==> src/rtl/fpp_pkg.sv <==
// Shared types and constants for the farthest point pair unit.
package fpp_pkg;

   localparam int COORD_BITS = 24;
   localparam int POINT_W    = 3 * COORD_BITS;
   localparam int DIFF_W     = COORD_BITS + 1;
   localparam int SQ_W       = 2 * COORD_BITS;
   localparam int SUM_W      = 2 * COORD_BITS + 2;

   typedef struct packed {
      logic signed [COORD_BITS-1:0] coord_x;
      logic signed [COORD_BITS-1:0] coord_y;
      logic signed [COORD_BITS-1:0] coord_z;
      logic                         last_point;
   } req_type;

   typedef struct packed {
      logic signed [COORD_BITS-1:0] out_x;
      logic signed [COORD_BITS-1:0] out_y;
      logic signed [COORD_BITS-1:0] out_z;
      logic                         second_end;
      logic                         overflowed;
   } rsp_type;

   typedef enum logic [3:0] {
      ST_LOAD,
      ST_START,
      ST_ROW,
      ST_PAIR,
      ST_DRAIN,
      ST_RD_A,
      ST_LD_A,
      ST_HOLD_A,
      ST_RD_B,
      ST_LD_B
   } state_type;

   // Controller to datapath.
   typedef struct packed {
      logic store;        // write the incoming beat into the store
      logic begin_search; // clear the best pair, restart at row zero
      logic row_rd;       // read the row point i
      logic pair_rd;      // read the column point j and advance
      logic emit_rd;      // read an endpoint of the best pair
      logic emit_sel;     // 0: lower-index endpoint, 1: the other
      logic rsp_load;     // capture store read data into the output register
      logic finish;       // clear count and drop flag
   } cmd_type;

   // Datapath to controller.
   typedef struct packed {
      logic few_points;
      logic j_end;
      logic i_end;
      logic pipe_empty;
      logic rsp_free;
   } stat_type;

endpackage

==> src/rtl/fpp_ctrl.sv <==
// Sequencer for load, pairwise search and emission of the farthest pair.
module fpp_ctrl (
   input  logic              clock,
   input  logic              reset,
   input  logic              req_valid,
   input  logic              req_last,
   output logic              req_ready,
   output fpp_pkg::cmd_type  cmd,
   input  fpp_pkg::stat_type st
);

   import fpp_pkg::*;

   state_type state_ff;
   state_type state_in;

   always_ff @(posedge clock) begin
      if (reset) begin
         state_ff <= ST_LOAD;
      end else begin
         state_ff <= state_in;
      end
   end

   always_comb begin
      state_in  = state_ff;
      cmd       = '0;
      req_ready = 1'b0;
      case (state_ff)
         ST_LOAD: begin
            req_ready = 1'b1;
            cmd.store = req_valid;
            if (req_valid && req_last) begin
               state_in = ST_START;
            end
         end
         ST_START: begin
            cmd.begin_search = 1'b1;
            state_in = st.few_points ? ST_DRAIN : ST_ROW;
         end
         ST_ROW: begin
            cmd.row_rd = 1'b1;
            state_in   = ST_PAIR;
         end
         ST_PAIR: begin
            cmd.pair_rd = 1'b1;
            if (st.j_end) begin
               state_in = st.i_end ? ST_DRAIN : ST_ROW;
            end
         end
         ST_DRAIN: begin
            if (st.pipe_empty && st.rsp_free) begin
               state_in = ST_RD_A;
            end
         end
         ST_RD_A: begin
            cmd.emit_rd = 1'b1;
            state_in    = ST_LD_A;
         end
         ST_LD_A: begin
            cmd.rsp_load = 1'b1;
            state_in     = ST_HOLD_A;
         end
         ST_HOLD_A: begin
            if (st.rsp_free) begin
               state_in = ST_RD_B;
            end
         end
         ST_RD_B: begin
            cmd.emit_rd  = 1'b1;
            cmd.emit_sel = 1'b1;
            state_in     = ST_LD_B;
         end
         ST_LD_B: begin
            cmd.rsp_load = 1'b1;
            cmd.emit_sel = 1'b1;
            cmd.finish   = 1'b1;
            state_in     = ST_LOAD;
         end
         default: begin
            state_in = ST_LOAD;
         end
      endcase
   end

   // Search and emission never overlap loading.
   a_no_load_in_search: assert property (@(posedge clock) disable iff (reset)
      (state_ff != ST_LOAD) |-> !cmd.store)
      else $error("store write outside load");

   a_last_starts: assert property (@(posedge clock) disable iff (reset)
      (req_valid && req_ready && req_last) |=> (state_ff == ST_START))
      else $error("last point did not start search");

   a_b_follows_a: assert property (@(posedge clock) disable iff (reset)
      (state_ff == ST_RD_B) |-> $past(state_ff == ST_HOLD_A))
      else $error("second endpoint read out of order");

endmodule

==> config.mk <==
export PLATFORM = sky130hd
export DESIGN_NAME = fpp_ctrl
export DESIGN_NICKNAME = d
export VERILOG_FILES = /design/src/rtl/fpp_pkg.sv /design/src/rtl/fpp_ctrl.sv
export SDC_FILE = /design/constraint.sdc
export NUM_CORES = 1
export LEC_CHECK = 0
export BUFFER_PORTS_ARGS = -buffer_cell sky130_fd_sc_hd__buf_2
export CAP_MARGIN = 20
export CELL_PAD_IN_SITES_DETAIL_PLACEMENT = 2
export CELL_PAD_IN_SITES_GLOBAL_PLACEMENT = 2
export CORE_MARGIN = 2
export CORE_UTILIZATION = 23
export DETAILED_ROUTE_END_ITERATION = 8
export GPL_ROUTABILITY_DRIVEN = 0
export HOLD_SLACK_MARGIN = 0.1
export PLACE_DENSITY = 0.87
export SKIP_LAST_GASP = 1
export SLEW_MARGIN = 0
export SYNTH_ARGS = -nofsm -noshare
export SYNTH_HDL_FRONTEND = slang
export SYNTH_SLANG_ARGS = --single-unit
==> constraint.sdc <==
create_clock -name clock -period 2.4 [get_ports clock]
set_clock_uncertainty 0.05 [all_clocks]
set_input_delay 0 -clock clock [delete_from_list [all_inputs] [get_ports clock]]
set_output_delay 0 -clock clock [all_outputs]
set_load 0.05 [all_outputs]
==> results of run 1 <==
## area by class of cell
| type | count | area, um^2 |
|---|---|---|
| Multi-Input combinational cell | 37 | 248 |
| Fill cell | 193 | 998 |
| Clock buffer | 3 | 22.5 |
| Timing Repair Buffer | 18 | 95.1 |
| Sequential cell | 4 | 80.1 |
| Tap cell | 16 | 20.0 |
| Inverter | 2 | 7.51 |
## routing by layer
metal / vias to the layer above / share of wire, % / global-route usage [%]
met2: 8 / 48 / 20.3
met4: 0 / 0 / 5.45
li1: 209 / - / -
met1: 182 / 48 / 16.5
met3: 0 / 3.5 / 3.83
met5: - / 0 / 0
## worst max path at each step
stage	cells past startpoint	startpoint	to	slack [ps]
2_1_floorplan	2	state_ff[1]	cmd[5]	50
3_3_place_gp	4	state_ff[2]	state_ff[2]	600
3_5_place_dp	4	state_ff[2]	state_ff[2]	560
4_1_cts	4	state_ff[2]	state_ff[2]	550
5_1_grt	4	state_ff[2]	state_ff[2]	470
6_report	4	state_ff[2]	state_ff[2]	560
## repair_timing
item                                   4_1_cts  5_1_grt
gates resized for setup                      0        0
hold buffers                                 1        0
endpoints found under the hold margin        4        0
## Yosys cell counts, drive strengths merged
cell / n
nor4: 1
or3: 1
and2: 1
a21o: 2
nor4b: 1
nand2: 3
nor3: 4
clkbuf: 2
inv: 2
o41ai: 1
dfxtp: 4
a2111oi: 1
nand3: 1
nand2b: 2
a31oi: 1
o311ai: 1
buf: 2
mux2: 2
o21ai: 4
a31o: 1
nor2: 6
a21oi: 4
## per-stage QoR
step / setup slack, ps / area, um^2 / hold WS, ps
CTS: 553 / 473 / 138
global route: 471 / 473 / 161
floorplan: 45.4 / 362 / 19.1
global placement: 603 / 440 / 185
detailed placement: 559 / 440 / 193
finish: 561 / 473 / 144
## power by group through the flow
| stage | clock network, uW | logic, uW | registers, uW |
|---|---|---|---|
| 6_report | 84.2 | 73.2 | 81.2 |
| 3_5_place_dp | 0 | 72.7 | 82.4 |
| 3_3_place_gp | 0 | 71.5 | 82.0 |
| 4_1_cts | 90.2 | 74.1 | 81.3 |
| 5_1_grt | 93.7 | 78.5 | 82.7 |
| 2_1_floorplan | 0 | 62.9 | 73.2 |
## tightest hold or removal path, stage by stage
cell,delay (ps)
buf_2,70
mux2_4,120
or3_4,120
a21oi_1,50
## kinds of logic after synthesis
logic type      Yosys count  synth area share, %
simple gates             20                 29.2
compound gates           15                 30.3
flops                     4                 22.5
buf+inv                   6                 9.50
mux                       2                 8.45
## cells in the final DEF, fill, tap and decap left out, drive strengths merged, types with 2 or more instances in the layout
cell type	n
nand2b	2
dfxtp	4
nand2	3
nor2	6
mux2	2
nor3	4
a21oi	4
a21o	2
clkbuf	3
buf	17
inv	2
o21ai	4
==> qor.yml, run 1 <==
status: "finished clean"
cp-start-kind: "flip-flop"
insertion_delay_ps: 240
slowest_delay_ps: 590
hp-class: "primary input to flip-flop"
drt_iter0_drc: 0
start_util_pct: 24.1
max-slew-margin-rel_pct: 68.3
end_kind: "flip-flop"
grt_max_degree: 15
synth_top_area_share_pct: 22.5
yosysTopAreaCell: "dfxtp_1"
r2r_end: "state_ff[2]"
power_uw: 239
rsz0062_at_grt: "no"
netlist_area_um2: 355
critPathKind: "flip-flop to flip-flop"
core_area_um2: 1470
power.switching_uw: 85.1
critPathTopFamily: "multiplexers"
worst-path-buf-inv: 0
numCtsBuffers: 3
regToRegStartpoint: "state_ff[2]"
antenna_found_initial: 0
crit_path_frequent_cell: "mux2_4"
grt_pass1_vias: 399
cts_tree: "yes"
detail_route.wl_per_cell_um: 13.1
portBuffers: 17
largest_reg_flops: 4
hold_depth: 4
die-width_um: 43.3
min_from: "st[3]"
grt_pass1_wl_um: 1770
setup_viol: 0
vdd.ir_drop.worst_mv: 0.220
tightestPinTransition_ps: 474
area_delta_synth_final_pct: 33.1
p_leak_uw: 0.000212
drive_gt1_share_pct: 42.2
hpwlAfterDp_um: 804
final_cells: 80
hold_path_end: "state_ff[0]"
maxCapViolations: 0
dieHeight_um: 43.3
hold_violations: 0
reg2reg_setup_slack_ps: 560
syn_area_per_cell_um2: 7.56
ys.warnings.count: 0
r2r.worst_path.cells: 4
cp.arrival_ps: 1910
htreeDepth: 1
fin_nets: 75
reg.largest.list: "state_ff: 4 flops"
pwr_density_cell_nw_per_um2: 504
worstPathRequired_ps: 2480
dr_total_vias: 399
max_freq_mhz: 544
seq_power_share_pct: 34.0
first_pass_iters: 1
clkTransAtPathRegs_ps: 40
utilization_pct: 32.1
grt_overflow: 0
fin_crit_ps: 1840
grtUsageTotal_pct: 12.9
routed_via_density: 4.99
route.detailed.drc: 0
internal_power_uw: 154
final.setup.tns_ps: 0
largest_register: "state_ff"
syn-instance-count: 47
path_cells: "mux2_4 > or3_4 > o41ai_2 > mux2_4"
drt_wl_total_um: 1050
switching_share_pct: 35.7
dieArea_um2: 1880
synth.ff_latch_count: 4
ys_top_cells_by_area: "dfxtp_1 (23%), mux2_4 (8.5%), nor2_1 (6.3%)"
slowest_stage: "dfxtp_1"
drv_slew: 0
postRouteAntennaNets: 0
clock_sinks: 4
yosysSeqAreaShare_pct: 22.5
cts_root_buffer: "clkbuf_4"
synthDistinctLibCells: 26
power.share.clock_pct: 35.3
clockBufferDepth: 2
io_pins: 18
core.rowCount: 14
syn-num-nets: 56
dp.cells: 76
worstPathMaxFanout: 11
min_period_over_period_pct: 76.6
postCtsSetupBuffers: 0
diodes: 0
combPwrFrac_pct: 30.7
Note: power is estimated with default switching activity, not from simulation.
==> inputs of run 2 (changes only) <==
Settings changed: CORE_ASPECT_RATIO from default to 1.2, CORE_UTILIZATION 23 to 21, PLACE_DENSITY 0.87 to 0.81.
Clock period 2.4 ns to 1.82 ns, I/O delays scaled along.
==> run 2 against run 1 <==
  * Via count up 6.0%
  * Critical path depth grew 1
  * Combinational power up 58%
  * Critical endpoint is now cmd[3]
  * Clock power is 27% higher
  * Largest cell class unchanged
==> qor.yml, run 2 (same netlist as run 1, synthesis figures left out) <==
status: "finished clean"
dieArea_um2: 2040
cts_tree: "yes"
crit_path_frequent_cell: "nor2_1"
grt_pass1_wl_um: 2050
core.rowCount: 16
critPathTopFamily: "flip-flops"
maxCapViolations: 0
die-width_um: 41.6
hold_violations: 0
drv_slew: 0
worst-path-buf-inv: 1
nFillCells: 196
area_delta_synth_final_pct: 42.6
largest_register: "state_ff"
switching_share_pct: 34.8
start_util_pct: 22.2
end_kind: "primary output"
max_freq_mhz: 617
core_area_um2: 1600
layout_commonest_cell: "buf_2"
p_leak_uw: 0.000230
htreeDepth: 1
power_uw: 319
grt_max_degree: 14
internal_power_uw: 208
multi_input_area_um2: 256
drive_gt1_share_pct: 47.8
detail_route.wl_per_cell_um: 13.9
cp-start-kind: "flip-flop"
dr_total_vias: 423
route.detailed.drc: 0
numCtsBuffers: 3
fin_nets: 78
diodes: 0
antenna_found_initial: 0
tightestPinTransition_ps: 457
drt_wl_total_um: 1180
slowest_delay_ps: 600
postRouteAntennaNets: 0
min_period_over_period_pct: 89.0
fin_crit_ps: 1620
hp-class: "primary input to flip-flop"
seq_power_share_pct: 30.2
clock_sinks: 4
cts_root_buffer: "clkbuf_4"
rsz0062_at_grt: "no"
grt_overflow: 0
slowest_stage: "dfxtp_1"
clkTransAtPathRegs_ps: 40
worstPathRequired_ps: 1770
io_pins: 18
layout_common_cells: "buf_2 (17), nor2_1 (5), nor3_1 (4), a21oi_1 (4), dfxtp_1 (4)"
final_cells: 85
ff_latch_area_um2: 80.1
hpwlAfterDp_um: 923
grt_pass1_vias: 447
setup_viol: 0
drt_iter0_drc: 2
combPwrFrac_pct: 36.3
insertion_delay_ps: 230
critPathKind: "flip-flop to primary output"
utilization_pct: 31.6
fin_ws_ps: 200
grtUsageTotal_pct: 13.6
largest_reg_flops: 4
max-slew-margin-rel_pct: 68.7
path_cells: "nand2b_1 > nor2_1 > a21oi_1 > nor2_1 > buf_2"
worstPathMaxFanout: 12
dieHeight_um: 49.1
pwr_density_cell_nw_per_um2: 629
first_pass_iters: 2
routed_via_density: 4.98
dp.cells: 81
reg.largest.list: "state_ff: 4 flops"
power.switching_uw: 111
dp_slack_ps: 255
portBuffers: 17
cp.arrival_ps: 1570
vdd.ir_drop.worst_mv: 0.321
clockBufferDepth: 2
power.share.clock_pct: 33.5
==> run 2: cell types whose count changed in the layout (fill, tap and decap cells not counted) <==
cell / previous run / this run
nor2_1: 6 / 5
nor4b_2: 0 / 1
nor4b_1: 1 / 0
buf_4: 0 / 3
nor2_2: 0 / 1
==> run 2: tightest hold or removal path, delay by kind of cell <==
family,cells,cell delay (ps)
muxes,1,130
and+or+nand+nor,1,120
buffers and inverters,1,80
AOI/OAI and AO/OA,1,60
==> run 2: layout make-up <==
| type | count | area share [%] |
|---|---|---|
| well taps | 18 | 4.44 |
| clock buffers | 3 | 4.44 |
| repair buffers | 21 | 23.2 |
| inverters | 2 | 1.48 |
| flip-flops and latches | 4 | 15.8 |
| multi-input cells | 37 | 50.6 |
==> run 2: power by group through the flow <==
stage / registers (uW) / clock network (uW) / logic (uW)
after floorplan: 96.5 / 0 / 84.1
after global placement: 97.2 / 0 / 112
after detailed placement: 97.5 / 0 / 115
after CTS: 96.3 / 114 / 117
after global routing: 96.7 / 127 / 125
final: 96.3 / 107 / 116
==> run 2: layer usage <==
metal  global-route usage, %  up-vias  share of wire, %
li1                        -      215                 -
met1                    13.8      201                39
met2                    24.0        7                57
met3                    4.07        0               2.9
met4                    8.06        0                 0
met5                       0        -                 0
==> run 2: stage by stage <==
stage                     setup TNS (ps)  hold slack [ps]  area, um^2
final                                  0              150         507
after global routing                   0              146         507
after CTS                              0              148         507
after detailed placement               0              190         474
after global placement                 0              175         474
after floorplan                     -303             19.1         370
==> run 2: repair_timing <==
action                                 CTS  global route
gates resized for setup                  0             0
hold buffers                             1             0
buffers inserted                         0             0
endpoints found under the hold margin    3             0
==> run 2: final timing paths <==
path                     from           to  slack (ps)  cells after the start
setup reg to reg  state_ff[2]  state_ff[2]         260                      4
hold reg to reg   state_ff[1]  state_ff[0]         630                      3
setup / recovery  state_ff[3]       cmd[3]         200                      5
hold / removal          st[3]  state_ff[0]         150                      4
